[config.mk]
export PLATFORM = sky130hd
export DESIGN_NAME = audio_packet_header_parser
export DESIGN_NICKNAME = d
export VERILOG_FILES = /design/src/sv/aph_pkg.sv /design/src/sv/aph_cfg.sv /design/src/sv/aph_parse.sv /design/src/sv/aph_out.sv /design/src/sv/audio_packet_header_parser.sv
export VERILOG_INCLUDE_DIRS = /design/src /design/src/sv
export SDC_FILE = /design/constraint.sdc
export NUM_CORES = 1
export LEC_CHECK = 0
export BUFFER_PORTS_ARGS = -buffer_cell sky130_fd_sc_hd__buf_2
export CORE_MARGIN = 2
export CORE_UTILIZATION = 40
export CTS_CLUSTER_DIAMETER = 80
export DETAILED_ROUTE_END_ITERATION = 6
export PLACE_DENSITY = 0.66
export SYNTH_ARGS = -nofsm -noshare
export SYNTH_HDL_FRONTEND = slang
export SYNTH_HIERARCHICAL = 1
export SYNTH_SLANG_ARGS = --single-unit
[constraint.sdc]
create_clock -name clk -period 5.7 [get_ports clk]
set_input_delay 1.14 -clock clk [delete_from_list [all_inputs] [get_ports clk]]
set_output_delay 1.14 -clock clk [all_outputs]
set_load 0.02 [all_outputs]
[src/sv/assert_macros.svh]
// Assertion helpers shared by the RTL.
// Each macro expects clk and rst_n in the enclosing module.
`ifndef ASSERT_MACROS_SVH
`define ASSERT_MACROS_SVH

// Same-cycle implication.
`define ASSERT_IMP(label, ante, cons, msg) \
    label: assert property (@(posedge clk) disable iff (!rst_n) (ante) |-> (cons)) \
        else $error(msg);

// Next-cycle implication.
`define ASSERT_NXT(label, ante, cons, msg) \
    label: assert property (@(posedge clk) disable iff (!rst_n) (ante) |=> (cons)) \
        else $error(msg);

`endif

[src/sv/aph_pkg.sv]
// ----------------------------------------------------------------------------
// aph_pkg
// Types, constants and helpers for the audio packet header parser.
// ----------------------------------------------------------------------------
package aph_pkg;

    localparam int APB_ADDR_W = 3;
    localparam int APB_DATA_W = 32;

    localparam logic [0:0] REG_CHIP_VARIANT = 1'b0;

    localparam logic [7:0] SYNC_FIRST  = 8'h12;
    localparam logic [7:0] SYNC_SECOND = 8'h34;

    localparam logic [1:0] STATUS_OK      = 2'd0;
    localparam logic [1:0] STATUS_BAD_LEN = 2'd1;
    localparam logic [1:0] STATUS_TRUNC   = 2'd2;

    typedef enum logic [3:0] {
        PH_HUNT  = 4'd0,
        PH_SYNC2 = 4'd1,
        PH_ID    = 4'd2,
        PH_CTR   = 4'd3,
        PH_LEN0  = 4'd4,
        PH_LEN1  = 4'd5,
        PH_LEN2  = 4'd6,
        PH_LEN3  = 4'd7
    } phase_t;

    typedef struct packed {
        logic [7:0] stream_byte;
        logic       end_of_data;
    } byte_item_t;

    typedef struct packed {
        logic [1:0]  header_status;
        logic [11:0] path_id;
        logic [7:0]  packet_counter;
        logic [31:0] payload_length;
    } hdr_item_t;

    function automatic logic length_allowed(input logic [31:0] len);
        return (len == 32'd160) || (len == 32'd256) || (len == 32'd320) ||
               (len == 32'd480) || (len == 32'd640) || (len == 32'd1280);
    endfunction

endpackage

[src/sv/aph_cfg.sv]
// ----------------------------------------------------------------------------
// aph_cfg
// APB register file holding the chip variant select.
// ----------------------------------------------------------------------------
module aph_cfg (
    input  logic                           clk,
    input  logic                           rst_n,
    input  logic                           psel,
    input  logic                           penable,
    input  logic                           pwrite,
    input  logic [aph_pkg::APB_ADDR_W-1:0] paddr,
    input  logic [aph_pkg::APB_DATA_W-1:0] pwdata,
    output logic [aph_pkg::APB_DATA_W-1:0] prdata,
    output logic                           pready,
    output logic                           chip_variant
);

    logic chip_variant_reg;
    logic chip_variant_next;
    logic wr_en;
    logic reg_hit;

    // word index sits above the byte offset
    assign reg_hit = (paddr[aph_pkg::APB_ADDR_W-1:2] == aph_pkg::REG_CHIP_VARIANT);
    assign wr_en   = psel && penable && pwrite && reg_hit;
    assign pready  = 1'b1;

    always_comb
    begin
        chip_variant_next = chip_variant_reg;
        if (wr_en)
        begin
            chip_variant_next = pwdata[0];
        end
    end

    always_ff @(posedge clk or negedge rst_n)
    begin
        if (!rst_n)
        begin
            chip_variant_reg <= 1'b0;
        end
        else
        begin
            chip_variant_reg <= chip_variant_next;
        end
    end

    assign prdata = reg_hit ? {{(aph_pkg::APB_DATA_W-1){1'b0}}, chip_variant_reg}
                            : '0;
    assign chip_variant = chip_variant_reg;

endmodule

[src/sv/aph_parse.sv]
// ----------------------------------------------------------------------------
// aph_parse
// Sync hunt and header field capture, one byte per transfer.
// ----------------------------------------------------------------------------
`include "assert_macros.svh"

module aph_parse (
    input  logic                clk,
    input  logic                rst_n,
    input  logic                chip_variant,
    input  logic                in_fire,
    input  aph_pkg::byte_item_t in_item,
    output logic                res_valid,
    output aph_pkg::hdr_item_t  res_item
);

    aph_pkg::phase_t phase_reg;
    aph_pkg::phase_t phase_next;
    aph_pkg::phase_t phase_step;
    logic [11:0]     id_reg;
    logic [11:0]     id_next;
    logic [11:0]     id_step;
    logic [7:0]      ctr_reg;
    logic [7:0]      ctr_next;
    logic [7:0]      ctr_step;
    logic [31:0]     len_reg;
    logic [31:0]     len_next;
    logic [31:0]     len_step;
    logic            done;
    logic [7:0]      b;
    logic            last;

    assign b    = in_item.stream_byte;
    assign last = in_item.end_of_data;

    // next state for the current byte
    always_comb
    begin
        phase_step = phase_reg;
        id_step    = id_reg;
        ctr_step   = ctr_reg;
        len_step   = len_reg;
        done       = 1'b0;
        case (phase_reg)
            aph_pkg::PH_SYNC2:
            begin
                if (b == aph_pkg::SYNC_SECOND)
                begin
                    phase_step = aph_pkg::PH_ID;
                end
                else if (b == aph_pkg::SYNC_FIRST)
                begin
                    phase_step = aph_pkg::PH_SYNC2;
                end
                else
                begin
                    phase_step = aph_pkg::PH_HUNT;
                end
            end
            aph_pkg::PH_ID:
            begin
                id_step    = {4'h0, b};
                phase_step = aph_pkg::PH_CTR;
            end
            aph_pkg::PH_CTR:
            begin
                if (!chip_variant)
                begin
                    id_step  = {b[7:4], id_reg[7:0]};
                    ctr_step = {4'h0, b[3:0]};
                end
                else
                begin
                    ctr_step = b;
                end
                len_step   = '0;
                phase_step = aph_pkg::PH_LEN0;
            end
            aph_pkg::PH_LEN0:
            begin
                len_step[7:0] = b;
                phase_step    = aph_pkg::PH_LEN1;
            end
            aph_pkg::PH_LEN1:
            begin
                len_step[15:8] = b;
                phase_step     = aph_pkg::PH_LEN2;
            end
            aph_pkg::PH_LEN2:
            begin
                len_step[23:16] = b;
                phase_step      = aph_pkg::PH_LEN3;
            end
            aph_pkg::PH_LEN3:
            begin
                len_step[31:24] = b;
                done            = 1'b1;
                phase_step      = aph_pkg::PH_HUNT;
            end
            default:
            begin
                // hunting, and any unused code
                phase_step = (b == aph_pkg::SYNC_FIRST) ? aph_pkg::PH_SYNC2
                                                        : aph_pkg::PH_HUNT;
            end
        endcase
    end

    // register update: end of data clears the parser
    always_comb
    begin
        phase_next = phase_reg;
        id_next    = id_reg;
        ctr_next   = ctr_reg;
        len_next   = len_reg;
        if (in_fire)
        begin
            if (last)
            begin
                phase_next = aph_pkg::PH_HUNT;
                id_next    = '0;
                ctr_next   = '0;
                len_next   = '0;
            end
            else
            begin
                phase_next = phase_step;
                id_next    = id_step;
                ctr_next   = ctr_step;
                len_next   = len_step;
            end
        end
    end

    always_ff @(posedge clk or negedge rst_n)
    begin
        if (!rst_n)
        begin
            phase_reg <= aph_pkg::PH_HUNT;
            id_reg    <= '0;
            ctr_reg   <= '0;
            len_reg   <= '0;
        end
        else
        begin
            phase_reg <= phase_next;
            id_reg    <= id_next;
            ctr_reg   <= ctr_next;
            len_reg   <= len_next;
        end
    end

    // result for this byte, if any
    always_comb
    begin
        res_item = '0;
        if (done)
        begin
            res_item.header_status  = aph_pkg::length_allowed(len_step)
                                      ? aph_pkg::STATUS_OK : aph_pkg::STATUS_BAD_LEN;
            res_item.path_id        = id_step;
            res_item.packet_counter = ctr_step;
            res_item.payload_length = len_step;
        end
        else
        begin
            res_item.header_status  = aph_pkg::STATUS_TRUNC;
        end
    end

    assign res_valid = in_fire && (done || last);

    `ASSERT_IMP(a_hdr_from_len3,
        res_valid && (res_item.header_status != aph_pkg::STATUS_TRUNC),
        phase_reg == aph_pkg::PH_LEN3, "header result outside last length byte")
    `ASSERT_NXT(a_last_clears, in_fire && last,
        (phase_reg == aph_pkg::PH_HUNT) && (len_reg == 32'd0), "end of data did not clear parser")
    `ASSERT_IMP(a_trunc_only_last,
        res_valid && (res_item.header_status == aph_pkg::STATUS_TRUNC),
        last && !done, "truncated result without end of data")

endmodule

[src/sv/aph_out.sv]
// ----------------------------------------------------------------------------
// aph_out
// Result register plus skid register toward the output channel.
// ----------------------------------------------------------------------------
`include "assert_macros.svh"

module aph_out (
    input  logic               clk,
    input  logic               rst_n,
    input  logic               res_valid,
    input  aph_pkg::hdr_item_t res_item,
    input  logic               hdr_stall,
    output logic               hdr_valid,
    output aph_pkg::hdr_item_t hdr_data,
    output logic               full
);

    logic               out_valid_reg;
    logic               out_valid_next;
    logic               skid_valid_reg;
    logic               skid_valid_next;
    aph_pkg::hdr_item_t out_data_reg;
    aph_pkg::hdr_item_t out_data_next;
    aph_pkg::hdr_item_t skid_data_reg;
    aph_pkg::hdr_item_t skid_data_next;
    logic               out_free;

    // output slot can take data when empty or being drained this cycle
    assign out_free = !out_valid_reg || !hdr_stall;

    always_comb
    begin
        out_valid_next  = out_valid_reg;
        skid_valid_next = skid_valid_reg;
        out_data_next   = out_data_reg;
        skid_data_next  = skid_data_reg;
        if (skid_valid_reg)
        begin
            // input is stalled here, so no new result arrives
            if (out_free)
            begin
                out_valid_next  = 1'b1;
                out_data_next   = skid_data_reg;
                skid_valid_next = 1'b0;
            end
        end
        else if (res_valid)
        begin
            if (out_free)
            begin
                out_valid_next = 1'b1;
                out_data_next  = res_item;
            end
            else
            begin
                skid_valid_next = 1'b1;
                skid_data_next  = res_item;
            end
        end
        else if (out_free)
        begin
            out_valid_next = 1'b0;
        end
    end

    always_ff @(posedge clk or negedge rst_n)
    begin
        if (!rst_n)
        begin
            out_valid_reg  <= 1'b0;
            skid_valid_reg <= 1'b0;
        end
        else
        begin
            out_valid_reg  <= out_valid_next;
            skid_valid_reg <= skid_valid_next;
        end
    end

    always_ff @(posedge clk)
    begin
        out_data_reg  <= out_data_next;
        skid_data_reg <= skid_data_next;
    end

    assign hdr_valid = out_valid_reg;
    assign hdr_data  = out_data_reg;
    assign full      = skid_valid_reg;

    `ASSERT_IMP(a_skid_behind_out, skid_valid_reg, out_valid_reg, "skid holds data while output is empty")
    `ASSERT_IMP(a_no_res_when_full, skid_valid_reg, !res_valid, "result arrived while skid is full")
    `ASSERT_NXT(a_stall_keeps_valid, out_valid_reg && hdr_stall, out_valid_reg, "output dropped under stall")

endmodule

[src/sv/audio_packet_header_parser.sv]
// ----------------------------------------------------------------------------
// audio_packet_header_parser
// Byte-stream sync hunter and audio packet header decoder.
// ----------------------------------------------------------------------------
// Takes one stream byte per clock unless stalled. A result for the byte that
// completes a header, or for a byte flagged end_of_data, enters the output
// register, or the skid register under a stall. The parser state update is a
// single registered step per byte; an output and a skid register follow it,
// so the input stalls only once two results are waiting downstream.
// chip_variant is taken when the counter byte passes. The user must write it
// over APB at byte address 0 while the block is idle; it is not enforced.
module audio_packet_header_parser (
    input  logic                           clk,
    input  logic                           rst_n,
    input  logic                           byte_valid,
    output logic                           byte_stall,
    input  aph_pkg::byte_item_t            byte_data,
    output logic                           hdr_valid,
    input  logic                           hdr_stall,
    output aph_pkg::hdr_item_t             hdr_data,
    input  logic                           psel,
    input  logic                           penable,
    input  logic                           pwrite,
    input  logic [aph_pkg::APB_ADDR_W-1:0] paddr,
    input  logic [aph_pkg::APB_DATA_W-1:0] pwdata,
    output logic [aph_pkg::APB_DATA_W-1:0] prdata,
    output logic                           pready
);

    logic               chip_variant;
    logic               in_fire;
    logic               res_valid;
    aph_pkg::hdr_item_t res_item;
    logic               out_full;

    assign byte_stall = out_full;
    assign in_fire    = byte_valid && !byte_stall;

    aph_cfg u_cfg (
        .clk          (clk),
        .rst_n        (rst_n),
        .psel         (psel),
        .penable      (penable),
        .pwrite       (pwrite),
        .paddr        (paddr),
        .pwdata       (pwdata),
        .prdata       (prdata),
        .pready       (pready),
        .chip_variant (chip_variant)
    );

    aph_parse u_parse (
        .clk          (clk),
        .rst_n        (rst_n),
        .chip_variant (chip_variant),
        .in_fire      (in_fire),
        .in_item      (byte_data),
        .res_valid    (res_valid),
        .res_item     (res_item)
    );

    aph_out u_out (
        .clk       (clk),
        .rst_n     (rst_n),
        .res_valid (res_valid),
        .res_item  (res_item),
        .hdr_stall (hdr_stall),
        .hdr_valid (hdr_valid),
        .hdr_data  (hdr_data),
        .full      (out_full)
    );

endmodule

== Word-level counts from Yosys, hierarchy flattened ==
Index checks and enable logic that the tools add are counted.

* Output and inout port bits: 89
* Logic and storage cells: 83
* Bits of input ports: 51
* Register bits: 167

* Bitwise operators: 3
* Mux-type cells: 31
* Equality and inequality tests: 15
* Reductions and logical operators: 19

{| class="wikitable"
|+ Operator list
! kind !! count
|-
| $mux 54 || 4
|-
| $eq 32x9->1 const B || 3
|-
| $pmux 8 s2 || 4
|-
| $mux 52 || 1
|-
| $eq 32x10->1 const B || 1
|-
| $eq 32x11->1 const B || 1
|-
| $eq 32x8->1 const B || 1
|-
| $mux 32 || 1
|-
| $pmux 4 s7 || 1
|-
| $mux 12 || 2
|-
| $mux 8 || 3
|-
| $pmux 12 s2 || 1
|-
| $eq 4x3->1 const B || 4
|-
| $mux 1 || 11
|-
| $eq 4x2->1 const B || 2
|-
| $eq 8x5->1 const B || 1
|-
| $eq 8x6->1 const B || 1
|-
| $mux 4 || 2
|-
| $logic_or 1x1->1 || 7
|-
| $logic_and 1x1->1 || 5
|-
| $eq 4x1->1 const B || 1
|-
| $logic_not 1->1 || 3
|-
| $not 1->1 || 3
|-
| $reduce_and 3->1 || 1
|-
| 4 further kinds || 4
|}

== Longest topological paths before layout ==
Gate-level depths: netlist of run 1.

* Depth after elaboration: 13
* Mapped depth: 10
* Mapped depth without buffers: 7

== Modules after synthesis ==
The synthesis of run 1 kept the hierarchy.

{| class="wikitable"
|+ By module, submodules not included
! module !! seq. area each (um^2) !! area an instance (um^2) !! cells each !! instances
|-
| aph_out || 3293.2 || 4047.6 || 174 || 1
|-
| aph_parse || 1226.2 || 2999.1 || 334 || 1
|-
| aph_cfg || 25.0 || 301.5 || 38 || 1
|-
| audio_packet_header_parser || 0.0 || 13.8 || 1 || 1
|}

== Least setup slack after synthesis of run 1 ==
OpenSTA, ideal clock, no wires.

* Kind: input to register
* Start: input port byte_valid
* End: register u_out.out_data_reg (netlist bit u_out/hdr_data[0]) (enable)
* Buffers on the path: 2
* Arrival time: 4.888 ns
* Stages: 5
* Slack: 0.320 ns
* Required time: 5.209 ns
* Setup time: 0.491 ns
* Path through: nor2b_4 -> clkbuf_1 -> clkbuf_1 -> o21a_1 -> a2bb2oi_1

* Longest elaborated chain between the ends: 4

{| class="wikitable"
|+ RTL lines
! what !! line !! text
|-
| start: declaration || audio_packet_header_parser.sv:15 || <nowiki>input logic byte_valid,</nowiki>
|-
| $logic_and 1x1->1 || audio_packet_header_parser.sv:37 || <nowiki>assign in_fire = byte_valid && !byte_stall;</nowiki>
|-
| $logic_and 1x1->1 || aph_parse.sv:171 || <nowiki>assign res_valid = in_fire && (done || last);</nowiki>
|-
| named net res_valid || audio_packet_header_parser.sv:32 || <nowiki>logic res_valid;</nowiki>
|-
| $reduce_bool 2->1 (no source line) || - ||
|-
| $reduce_and 2->1 (no source line) || - ||
|-
| end signal: assignment || aph_out.sv:82 || <nowiki>out_data_reg <= out_data_next;</nowiki>
|-
| end: declaration || aph_out.sv:22 || <nowiki>aph_pkg::hdr_item_t out_data_reg;</nowiki>
|}

The timed path passes the listed nets, and every way through them passes these cells.
A chain may end at the register's enable or synchronous reset.

== Final worst setup path of run 1 ==
* Start: input port byte_valid
* End: register u_parse.id_reg[6]

* Longest elaborated chain between the ends: 1

{| class="wikitable"
|+ RTL lines
! what !! line !! text
|-
| $logic_and 1x1->1 || audio_packet_header_parser.sv:37 ||
|-
| named net in_fire || audio_packet_header_parser.sv:31 || <nowiki>logic in_fire;</nowiki>
|-
| end signal: assignment || aph_parse.sv:147 || <nowiki>id_reg <= id_next;</nowiki>
|-
| end: declaration || aph_parse.sv:20 || <nowiki>logic [11:0] id_reg;</nowiki>
|}

The timed path passes the listed nets, and every way through them passes these cells.

==> out/qor.tcl, run 1 <==
set qor(outcome) {completed}
set qor(hold-path-endpoint) {u_parse/id_reg[10]}
set qor(cts.path.max_buffers) 2
set qor(worstSkewPairLatency_ps) 420
set qor(synth_seq_cells) 160
set qor(synth_area_um2) 7362
set qor(reg2reg_setup_slack_ps) 2090
set qor(core_area_um2) 18020
set qor(dieHeight_um) 139.7
set qor(pre_cts_ws_ps) 1668
set qor(globalRouteTotalUtil_pct) 15.56
set qor(critical_path_peak_fanout) 32
set qor(row_count) 49
set qor(min-delay-path-class) {register to register}
set qor(ir_drop_uv) 173.9
set qor(synth.area.mux_share_pct) 9.228
set qor(grt_max_degree) 60
set qor(total_number_of_clock_tree_sinks) 160
set qor(final_cell_mix) {108 x sky130_fd_sc_hd__edfxtp_1, 74 x sky130_fd_sc_hd__buf_2, 51 x sky130_fd_sc_hd__dfrtp_1}
set qor(vias_in_the_first_global_route) 4622
set qor(cts_buffers) 17
set qor(drt-total-wl_um) 14860
set qor(m1WireLength_um) 5986
set qor(post_synthesis_compound_gate_area_fraction_pct) 11.73
set qor(synth_xor_xnor_area_share_pct) 0.1190
set qor(finalWorstPathRequiredPeriod_ps) 3743
set qor(yosys.area.top_type_share_pct) 44.05
set qor(pwr_density_cell_nw_per_um2) 305.3
set qor(worst_ep_required_time_ps) 6050
set qor(synth_area_leader_cell) {sky130_fd_sc_hd__edfxtp_1}
set qor(main_combinational_cell_family_by_area_after_synthesis) {compound AO/OA/AOI/OAI gates}
set qor(leakage_uw) 0.003358
set qor(cts_root_buf) {sky130_fd_sc_hd__clkbuf_16}
set qor(worst-slew-pin-transition_ps) 1282
set qor(dp_area_um2) 7744
set qor(postSynthCellCount) 547
set qor(final.period_utilization_pct) 65.67
set qor(finalInstanceArea_um2) 8305
set qor(nNetsFinal) 656
set qor(clkSlewWorstSetupHoldPaths_ps) 60
set qor(fill_cells) 1569
set qor(drtIter0Drc) 451
set qor(min_path_cells) 1
set qor(ff2ff_path_depth) 7
set qor(timing.max_slew.rel_slack_pct) 14.52
set qor(setup_tns_after_final_layout_ps) 0
set qor(startpoint_class) {input port}
set qor(leading_cell_type_in_the_layout_fill_and_taps_excluded) {sky130_fd_sc_hd__edfxtp_1}
set qor(synth_enable_flop_cells) 108
set qor(die_x_um) 139.7
set qor(maxCapViolCount) 0
set qor(post-cts-setup-buffer-count) 0
set qor(ys_types) 58
set qor(worst_slack_ps) 1957
set qor(ios) 140
set qor(met3_wire_length_um) 1079
set qor(drtAntennaViolNets) 0
set qor(highest_layer) {met4}
set qor(tot_pwr_uw) 2536
set qor(report.final.slew_viol_count) 0
set qor(final_layout_size_suffix_gt1_share_pct) 28.80
set qor(wire_length_of_the_first_global_routing_pass_um) 24220
set qor(grt_overflow_total) 0
set qor(ctsHoldBuffers) 0
set qor(achievable-frequency_mhz) 267.2
set qor(synthFlopType) {sky130_fd_sc_hd__edfxtp_1}
set qor(antenna_found_initial) 0
set qor(crit-reg2reg-launch) {u_parse/phase_reg[0]}
set qor(metal2_wl_um) 7482
set qor(worst_setup_path_end_kind) {register}
set qor(tritoncts_clock_tree) {yes}
set qor(holdCritStartpoint) {u_parse/id_reg[10]}
set qor(routedWlPerCell_um) 17.55
set qor(critPathArrivalTime_ps) 4090
set qor(start_util_pct) 40.84
set qor(die-area_um2) 19510
set qor(worst_r2r_endpoint) {u_out/hdr_data[52]}
set qor(setup_violations) 0
set qor(numPortBuffers) 74
set qor(synth-simple-area-share_pct) 9.364
set qor(diodes) 0
set qor(yosys_warnings) 6
set qor(via_count) 4588
set qor(drc) 0
set qor(ctsResizeCount) 0
set qor(hold_viol_final) 0
set qor(grt_setup_unrepaired) {no}
set qor(htree_num_levels) 4
set qor(synth-adder-area-share_pct) 0
set qor(async_flop_share_pct) 32.50
set qor(syn_to_final_growth_pct) 12.81
set qor(post-dp-hpwl_um) 9341
set qor(netlist_top_cells_area) {sky130_fd_sc_hd__edfxtp_1 44%, sky130_fd_sc_hd__dfrtp_1 18%, sky130_fd_sc_hd__mux2_2 5.8%}
set qor(vias_per_cell) 5.417
set qor(gpl.final_weighted_congestion) 0.8371
set qor(syn-mean-instance-area_um2) 13.46
set qor(critical_path_class) {input port to register}
set qor(dr_pass1_iterations) 7
set qor(ys_seq_area_share_pct) 61.73
set qor(skew_ps) 8.676
## critical path: stages
cell and delay (ps):
sky130_fd_sc_hd__buf_2 80, sky130_fd_sc_hd__nor2b_4 650, sky130_fd_sc_hd__nand2b_1 880, sky130_fd_sc_hd__nor3_1 1050
sky130_fd_sc_hd__a22o_1 280
## metal layers
metal	vias to the layer above	track usage (%)
met1	2271	19.30
met4	0	6.579
met2	202	25.95
met5	-	0
li1	2089	-
met3	26	3.992
## final cells by class
class / count / area (um2) / area share [%]
tap: 229 / 286.5 / 3.450
multi-input combinational: 316 / 2380 / 28.65
clock inverter: 13 / 128.9 / 1.552
sequential: 160 / 4546 / 54.73
clock buffer: 19 / 432.9 / 5.212
inverter: 29 / 108.9 / 1.311
timing repair buffer: 81 / 422.9 / 5.092
## stage by stage
stage	std cells	util [%]	hold WS [ps]
floorplan	577	-	457.7
global placement	815	42.96	467.8
detailed placement	815	42.96	477.9
CTS	847	46.08	496.9
global route	847	46.08	510.3
finish	847	46.08	495.1
## report_power, final
group	switching [uW]	leakage [uW]	internal (uW)	total [uW]
logic	127	0.00134	46.5	174
registers	13.8	0.00175	1280	1290
clock network	463	0.000264	609	1070
## logic make-up after synthesis
family          after synthesis
other cells                   2
flops                       160
buf+inv                     101
mux                          55
xor+xnor                      1
compound gates              108
simple gates                120
## cell usage after synthesis, drive strengths merged, types with 3 or more instances
library cell,instances
edfxtp,108
mux2,55
dfrtp,52
buf,48
and2,39
nor2,31
inv,29
o22ai,25
clkbuf,24
a22o,20
and3,13
a221oi,11
nand2,8
o21ai,8
o221ai,8
a21boi,6
o21bai,6
a22oi,4
a32o,4
nand4,4
nor2b,4
nor4,4
a21o,3
nand2b,3
## worst max path at each step
stage,endpoint,slack (ps),cells after the start,start
final,u_parse/id_reg[6],1960,5,byte_valid
after global routing,u_parse/id_reg[6],1860,5,byte_valid
after CTS,u_parse/id_reg[6],2080,5,byte_valid
after detailed placement,u_parse/ctr_reg[7],1670,5,byte_valid
after global placement,u_parse/ctr_reg[5],1730,5,byte_valid
after floorplan,u_out/hdr_data[0],320,5,byte_valid
Note: power is estimated with default switching activity, not from simulation.
==> inputs of run 2 (changes only) <==
- ABC_AREA: not set -> 1
- PLACE_DENSITY: 0.66 -> 0.68
- clock period: 5.7 -> 3.3 ns (I/O delays scaled with it)
==> run 2 against run 1 <==
Design area is 6.3% higher; sequential share of layout area is 1.6 points lower; critical path type is now register to register; register-to-register slack got worse by 1400 ps; largest power group unchanged; critical path depth up 4; worst setup slack worse by 1300 ps.
==> out/qor.tcl, run 2 <==
set qor(outcome) {completed}
set qor(die_x_um) 142.5 ;# +2.1%
set qor(final_cell_mix) {294 x sky130_fd_sc_hd__nand2_1, 108 x sky130_fd_sc_hd__edfxtp_1, 95 x sky130_fd_sc_hd__inv_1}
set qor(finalWorstPathRequiredPeriod_ps) 2637
set qor(groute.layer.met3.usage_pct) 4.341 ;# +0.35 points
set qor(syn-mean-instance-area_um2) 9.118 ;# -32%
set qor(drtIter0Drc) 531 ;# +18%
set qor(yosys_warnings) 6 ;# unchanged
set qor(final.period_utilization_pct) 79.91
set qor(ys_types) 21 ;# -64%
set qor(synth_area_um2) 7677 ;# +4.3%
set qor(startpoint_class) {register}
set qor(ctsHoldBuffers) 0 ;# unchanged
set qor(clkSlewWorstSetupHoldPaths_ps) 60 ;# about the same
set qor(report.final.slew_viol_count) 0 ;# unchanged
set qor(timing.max_slew.rel_slack_pct) 48.89 ;# +34 points
set qor(setup_tns_after_final_layout_ps) 0 ;# unchanged
set qor(ff2ff_path_depth) 9 ;# +2
set qor(worst-slew-pin-transition_ps) 766.6 ;# -515.6 ps
set qor(p_clk_share_pct) 46.9 ;# +4.7 points
set qor(skew_ps) 10.97 ;# +2.291 ps
set qor(critical_path_class) {register to register}
set qor(min-delay-path-class) {input port to async pin}
set qor(worstSkewPairLatency_ps) 430 ;# about the same
set qor(postSynthCellCount) 842 ;# +54%
set qor(vias_in_the_first_global_route) 5285 ;# +14%
set qor(critPathArrivalTime_ps) 2720 ;# -1370 ps
set qor(synth_area_leader_cell) {sky130_fd_sc_hd__edfxtp_1}
set qor(seq_power_share_pct) 46.9 ;# -4.0 points
set qor(ys_seq_area_share_pct) 61.15 ;# -0.58 points
set qor(ctsResizeCount) 0 ;# unchanged
set qor(synth.cells.most_frequent) {294 x sky130_fd_sc_hd__nand2_1, 108 x sky130_fd_sc_hd__edfxtp_1, 95 x sky130_fd_sc_hd__inv_1, 61 x sky130_fd_sc_hd__nor2_1, 58 x sky130_fd_sc_hd__dfrtp_1}
set qor(cts.path.max_buffers) 2 ;# unchanged
set qor(fin_cells) 1161 ;# +37%
set qor(grt_overflow_total) 0 ;# unchanged
set qor(worst_path_largest_cell_delay_ps) 650 ;# -400 ps
set qor(fill_cells) 1772 ;# +13%
set qor(internal-power_uw) 3836 ;# +99%
set qor(leading_cell_type_in_the_layout_fill_and_taps_excluded) {sky130_fd_sc_hd__nand2_1}
set qor(switching_share_pct) 21.87 ;# -2.0 points
set qor(ir_drop_uv) 272.0 ;# +56%
set qor(reg2reg_setup_slack_ps) 660 ;# -1430 ps
set qor(grt_setup_unrepaired) {no}
set qor(worst_r2r_endpoint) {u_out/hdr_data[5]}
set qor(routedWlPerCell_um) 14.06 ;# -20%
set qor(gpl.final_weighted_congestion) 0.8270 ;# -1.2%
set qor(cts_root_buf) {sky130_fd_sc_hd__clkbuf_16}
set qor(worst_setup_path_end_kind) {register}
set qor(pwr_density_cell_nw_per_um2) 556.0 ;# +82%
set qor(htree_num_levels) 4 ;# unchanged
set qor(final_layout_size_suffix_gt1_share_pct) 14.49 ;# -14 points
set qor(critical_path_peak_fanout) 35 ;# +9.4%
set qor(netlist_top_cells_area) {sky130_fd_sc_hd__edfxtp_1 42%, sky130_fd_sc_hd__dfrtp_1 19%, sky130_fd_sc_hd__nand2_1 14%}
set qor(vias_per_cell) 4.823 ;# -11%
set qor(synthFlopType) {sky130_fd_sc_hd__edfxtp_1}
set qor(seqCellArea_um2) 4696 ;# +3.3%
set qor(achievable-frequency_mhz) 379.2
set qor(dieHeight_um) 142.5 ;# +2.1%
set qor(busiest_layer) {met2}
set qor(antenna_found_initial) 1 ;# +1
set qor(power_frac_comb_pct) 6.2 ;# -0.7 points
set qor(drc) 0 ;# unchanged
set qor(place_inst) 1127 ;# +38%
set qor(leakage_uw) 0.004077 ;# +21%
set qor(row_count) 50 ;# +2.0%
set qor(start_util_pct) 40.91 ;# +0.063 points
set qor(synth_most_common_cell) {sky130_fd_sc_hd__nand2_1}
set qor(syn_to_final_growth_pct) 15.03
set qor(post-dp-hpwl_um) 10550 ;# +13%
set qor(post-cts-setup-buffer-count) 0 ;# unchanged
set qor(drt-total-wl_um) 16320 ;# +9.8%
set qor(setup_violations) 0 ;# unchanged
set qor(net_switching_power_of_the_design_uw) 1074 ;# +78%
set qor(drtAntennaViolNets) 0 ;# unchanged
set qor(async_flop_share_pct) 34.94 ;# +2.4 points
set qor(met2_track_demand_over_resource_pct) 25.91 ;# -0.044 points
set qor(die-area_um2) 20320 ;# +4.2%
set qor(crit_path_cell_trace) {nand2_1, nor2_2, inv_1, nand2_1, inv_1, nor2_1, nor2_1, nor2_4, buf_4}
set qor(tritoncts_clock_tree) {yes}
set qor(total_number_of_clock_tree_sinks) 166 ;# +3.8%
set qor(grtUsageMet1_pct) 23.33 ;# +4.0 points
set qor(globalRouteTotalUtil_pct) 16.99 ;# +1.4 points
set qor(yosys.area.top_type_share_pct) 42.24 ;# -1.8 points
set qor(cts_buffers) 17 ;# unchanged
set qor(crit-reg2reg-launch) {u_parse/phase_reg[0]}
set qor(synth_seq_cells) 166 ;# +3.8%
set qor(worst_ep_required_time_ps) 3380 ;# -2670 ps
set qor(wire_length_of_the_first_global_routing_pass_um) 26780 ;# +11%
set qor(core_area_um2) 18770 ;# +4.1%
set qor(ios) 140 ;# unchanged
set qor(hold_viol_final) 0 ;# unchanged
set qor(via_count) 5599 ;# +22%
set qor(numPortBuffers) 74 ;# unchanged
set qor(dr_pass1_iterations) 5 ;# -2
set qor(multiInputGateArea_um2) 2292 ;# -3.7%
set qor(maxCapViolCount) 0 ;# unchanged
set qor(nNetsFinal) 963 ;# +47%
set qor(grt_max_degree) 59 ;# -1.7%
set qor(synth_enable_flop_cells) 108 ;# unchanged
set qor(cell_type_of_the_slowest_stage_on_the_worst_timing_path) {sky130_fd_sc_hd__dfrtp_1}
-- run 2: changes by cell type in the layout (fill, tap and decap cells not counted), moves of 13 or more --
cell,before,now
sky130_fd_sc_hd__nand3_1,0,41
sky130_fd_sc_hd__inv_1,29,95
sky130_fd_sc_hd__and3_1,13,0
sky130_fd_sc_hd__nor2_1,31,59
sky130_fd_sc_hd__a22o_1,20,2
sky130_fd_sc_hd__nand2_1,8,294
sky130_fd_sc_hd__and2_1,39,0
sky130_fd_sc_hd__mux2_4,16,0
sky130_fd_sc_hd__mux2_2,38,0
sky130_fd_sc_hd__o21ai_0,3,56
-- run 2: critical path: cells and delay by family, from the launching register on --
| family | cells | cell delay, ps |
|---|---|---|
| buffers and inverters | 3 | 540 |
| and+or+nand+nor | 6 | 1070 |
| DFF | 1 | 650 |
-- run 2: layout make-up --
type | instances | share of cell area [%]
Antenna cell | 2 | 0.05667
Timing Repair Buffer | 91 | 5.639
Multi-Input combinational cell | 539 | 25.96
Inverter | 97 | 4.123
Clock buffer | 18 | 4.860
Clock inverter | 14 | 2.876
Tap cell | 234 | 3.315
Sequential cell | 166 | 53.17
-- run 2: metrics by stage --
step	hold slack (ps)	area [um2]	worst slack [ps]	util, %	power (uW)
floorplan	364.4	7795	60.31	-	2564
global placement	466.5	8143	708.8	43.39	2648
detailed placement	476.3	8143	657.7	43.39	2651
CTS	417.8	8826	626.4	47.03	4943
global route	465.9	8826	493.4	47.03	5060
finish	385.0	8831	662.9	47.05	4910
-- run 2: power by group through the flow --
stage | combinational (uW) | sequential [uW] | clock [uW]
floorplan | 162 | 2400 | 0
global placement | 303 | 2340 | 0
detailed placement | 306 | 2340 | 0
CTS | 308 | 2300 | 2330
global route | 333 | 2310 | 2420
finish | 303 | 2300 | 2300
-- run 2: worst max path at each step --
stage                    startpoint           endpoint  slack, ps  cells past startpoint
2_1_floorplan            byte_valid  u_out/hdr_data[0]         60                      8
3_3_place_gp   u_parse/phase_reg[0]  u_out/hdr_data[6]        710                      9
3_5_place_dp   u_parse/phase_reg[0]  u_out/hdr_data[6]        660                      9
4_1_cts        u_parse/phase_reg[0]  u_out/hdr_data[5]        630                      9
5_1_grt        u_parse/phase_reg[0]  u_out/hdr_data[5]        490                      9
6_report       u_parse/phase_reg[0]  u_out/hdr_data[5]        660                      9
-- run 2: per-layer routing --
metal	wire length, um	vias to the layer above
met5	0	-
met4	306	0
met3	1032	24
met2	7620	156
met1	7362	2624
li1	-	2795
-- run 2: cell families after synthesis --
group	Yosys count	share of synthesized area (%)
AOI/OAI and AO/OA	88	6.209
DFF	166	61.15
other	2	0.09782
buffers and inverters	167	10.66
and+or+nand+nor	419	21.89
==> inputs of run 3 (changes only) <==
- PLACE_DENSITY: 0.68 -> 0.66
- clock period: 3.3 -> 2.7 ns (I/O delays scaled with it)
==> run 3 against run 2 <==
Cell count unchanged; clock-buffer cell count up 2; non-clock buffer count up 2; routed wire length down 1.6%.
==> out/qor.tcl, run 3 (same netlist as run 2, synthesis figures left out) <==
set qor(outcome) {completed}
set qor(globalRouteTotalUtil_pct) 16.47 ;# -0.51 points
set qor(leakage_uw) 0.004038 ;# -0.95%
set qor(worst_r2r_endpoint) {u_out/hdr_data[52]}
set qor(worst_setup_path_end_kind) {register}
set qor(worst-slew-pin-transition_ps) 709.4 ;# -57.21 ps
set qor(reg2reg_setup_slack_ps) 220 ;# -440 ps
set qor(cts.path.max_buffers) 2 ;# unchanged
set qor(htree_num_levels) 4 ;# unchanged
set qor(final.period_utilization_pct) 91.75 ;# +12 points
set qor(timing.max_slew.rel_slack_pct) 52.70 ;# +3.8 points
set qor(final_layout_size_suffix_gt1_share_pct) 14.67 ;# +0.18 points
set qor(post-cts-setup-buffer-count) 0 ;# unchanged
set qor(drc) 0 ;# unchanged
set qor(antenna_found_initial) 1 ;# unchanged
set qor(cell_type_of_the_slowest_stage_on_the_worst_timing_path) {sky130_fd_sc_hd__dfrtp_1}
set qor(die-area_um2) 20320 ;# unchanged
set qor(die_x_um) 142.5 ;# unchanged
set qor(timing.critical_path.max_delay_family) {simple AND/OR/NAND/NOR gates}
set qor(setup_violations) 0 ;# unchanged
set qor(diodes) 0 ;# -2
set qor(switching_share_pct) 23.72 ;# +1.9 points
set qor(crit_path_cell_trace) {nand3_1, buf_12, nand2_1, nand2_1, nand2_1, nand2_1, nor2_1, nand3_1, nor2_1, a21oi_1, nand2_1, nand2_1}
set qor(pwr_density_cell_nw_per_um2) 622.7 ;# +12%
set qor(vias_per_cell) 4.839 ;# +0.34%
set qor(dieHeight_um) 142.5 ;# unchanged
set qor(syn_to_final_growth_pct) 14.06
set qor(drtIter0Drc) 509 ;# -4.1%
set qor(grt_max_degree) 55 ;# -6.8%
set qor(cts_buffers) 17 ;# unchanged
set qor(finalWorstPathRequiredPeriod_ps) 2477 ;# -159.9 ps
set qor(vias_in_the_first_global_route) 5123 ;# -3.1%
set qor(via_count) 5618 ;# +0.34%
set qor(clkSlewWorstSetupHoldPaths_ps) 60 ;# about the same
set qor(dp_area_um2) 8208 ;# +0.80%
set qor(seqCellArea_um2) 4696 ;# unchanged
set qor(critical_path_class) {register to register}
set qor(maxCapViolCount) 0 ;# unchanged
set qor(cts_root_buf) {sky130_fd_sc_hd__clkbuf_16}
set qor(seq_power_share_pct) 51.5 ;# +4.6 points
set qor(fin_util_pct) 46.66 ;# -0.39 points
set qor(drt-total-wl_um) 16060 ;# -1.6%
set qor(critical_path_peak_fanout) 28 ;# -20%
set qor(ir_drop_uv) 351.9 ;# +29%
set qor(min-delay-path-class) {input port to async pin}
set qor(worst_ep_required_time_ps) 2880 ;# -500 ps
set qor(gpl.final_weighted_congestion) 0.8256 ;# -0.17%
set qor(grt_setup_unrepaired) {no}
set qor(critPathArrivalTime_ps) 2660 ;# -60 ps
set qor(tritoncts_clock_tree) {yes}
set qor(grt_overflow_total) 0 ;# unchanged
set qor(worst_path_largest_cell_delay_ps) 650 ;# about the same
set qor(power_frac_comb_pct) 6.9 ;# +0.7 points
set qor(worst_slack_ps) 222.7 ;# -440.1 ps
set qor(total_number_of_clock_tree_sinks) 166 ;# unchanged
set qor(leading_cell_type_in_the_layout_fill_and_taps_excluded) {sky130_fd_sc_hd__nand2_1}
set qor(crit-reg2reg-launch) {u_parse/phase_reg[0]}
set qor(routedWlPerCell_um) 13.84 ;# -1.6%
set qor(final_cell_mix) {294 x sky130_fd_sc_hd__nand2_1, 108 x sky130_fd_sc_hd__edfxtp_1, 95 x sky130_fd_sc_hd__inv_1}
set qor(multiInputGateArea_um2) 2292 ;# unchanged
set qor(wire_length_of_the_first_global_routing_pass_um) 25940 ;# -3.1%
set qor(ctsResizeCount) 0 ;# unchanged
set qor(ios) 140 ;# unchanged
set qor(net_switching_power_of_the_design_uw) 1294 ;# +20%
set qor(report.final.slew_viol_count) 0 ;# unchanged
set qor(skew_ps) 5.217 ;# -5.750 ps
set qor(finalInstanceArea_um2) 8757 ;# -0.84%
set qor(ff2ff_path_depth) 12 ;# +3
set qor(hold_viol_final) 0 ;# unchanged
set qor(setup_tns_after_final_layout_ps) 0 ;# unchanged
set qor(internal-power_uw) 4159 ;# +8.4%
set qor(fill_cells) 1807 ;# +2.0%
set qor(ctsHoldBuffers) 0 ;# unchanged
set qor(startpoint_class) {register}
set qor(numPortBuffers) 74 ;# unchanged
set qor(drtAntennaViolNets) 0 ;# unchanged
set qor(core_area_um2) 18770 ;# unchanged
set qor(p_clk_share_pct) 41.6 ;# -5.3 points
set qor(achievable-frequency_mhz) 403.7 ;# +6.5%
set qor(crit_top_cell) {sky130_fd_sc_hd__nand2_1}
set qor(nNetsFinal) 965 ;# +0.21%
set qor(worstSkewPairLatency_ps) 430 ;# about the same
set qor(pre_cts_ws_ps) 268.7 ;# -389.0 ps
set qor(row_count) 50 ;# unchanged
set qor(post-dp-hpwl_um) 10600 ;# +0.45%
set qor(dr_pass1_iterations) 7 ;# +2
set qor(cp_num_buf_inv) 1 ;# -2
set qor(start_util_pct) 40.91 ;# unchanged
-- run 3: changes by cell type in the layout (fill, tap and decap cells not counted), moves of 2 or more --
cell	delta
sky130_fd_sc_hd__clkinvlp_4	+3
sky130_fd_sc_hd__diode_2	-2
sky130_fd_sc_hd__buf_12	+4
sky130_fd_sc_hd__clkinv_2	+2
sky130_fd_sc_hd__buf_4	-2
sky130_fd_sc_hd__bufinv_16	-6
-- run 3: stage by stage --
stage,power [uW],std cells,hold WS (ps)
floorplan,3133,872,244.4
global placement,3242,1129,466.1
detailed placement,3242,1129,473.9
CTS,5501,1161,163.6
global route,5648,1161,205.6
finish,5453,1161,162.6
-- run 3: worst max-delay path by stage --
stage                          from            endpoint  depth (start not counted)
2_1_floorplan            byte_valid   u_out/hdr_data[0]                          8
4_1_cts        u_parse/phase_reg[0]  u_out/hdr_data[52]                         12
3_5_place_dp   u_parse/phase_reg[0]  u_out/hdr_data[52]                         12
5_1_grt        u_parse/phase_reg[0]  u_out/hdr_data[52]                         12
3_3_place_gp   u_parse/phase_reg[0]  u_out/hdr_data[52]                         12
6_report       u_parse/phase_reg[0]  u_out/hdr_data[52]                         12
-- run 3: power groups by stage --
stage	logic, uW	clock network (uW)	registers (uW)
2_1_floorplan	200	0	2930
3_3_place_gp	380	0	2860
3_5_place_dp	380	0	2860
4_1_cts	381	2310	2810
5_1_grt	411	2420	2820
6_report	377	2270	2810
-- run 3: cell type report --
class | instances | area share [%]
clock buffers | 20 | 5.101
inverters | 97 | 4.158
well taps | 234 | 3.343
repair buffers | 93 | 6.429
multi-input cells | 539 | 26.18
clock inverters | 12 | 1.172
flip-flops and latches | 166 | 53.62
-- run 3: routing by layer --
| metal | vias to the layer above | part of all wire [%] | track usage [%] |
|---|---|---|---|
| li1 | 2789 | - | - |
| met1 | 2634 | 45 | 22.15 |
| met2 | 180 | 47 | 25.86 |
| met3 | 15 | 6.9 | 4.509 |
| met4 | 0 | 1.1 | 5.628 |
| met5 | - | 0 | 0 |
-- run 3: worst reg2reg max path, cell delays in order, from the launching register on --
cell and delay, ps:
sky130_fd_sc_hd__dfrtp_1 650, sky130_fd_sc_hd__nand3_1 290, sky130_fd_sc_hd__buf_12 250, sky130_fd_sc_hd__nand2_1 150
sky130_fd_sc_hd__nand2_1 80, sky130_fd_sc_hd__nand2_1 100, sky130_fd_sc_hd__nand2_1 80, sky130_fd_sc_hd__nor2_1 170
sky130_fd_sc_hd__nand3_1 90, sky130_fd_sc_hd__nor2_1 120, sky130_fd_sc_hd__a21oi_1 100, sky130_fd_sc_hd__nand2_1 90
sky130_fd_sc_hd__nand2_1 60
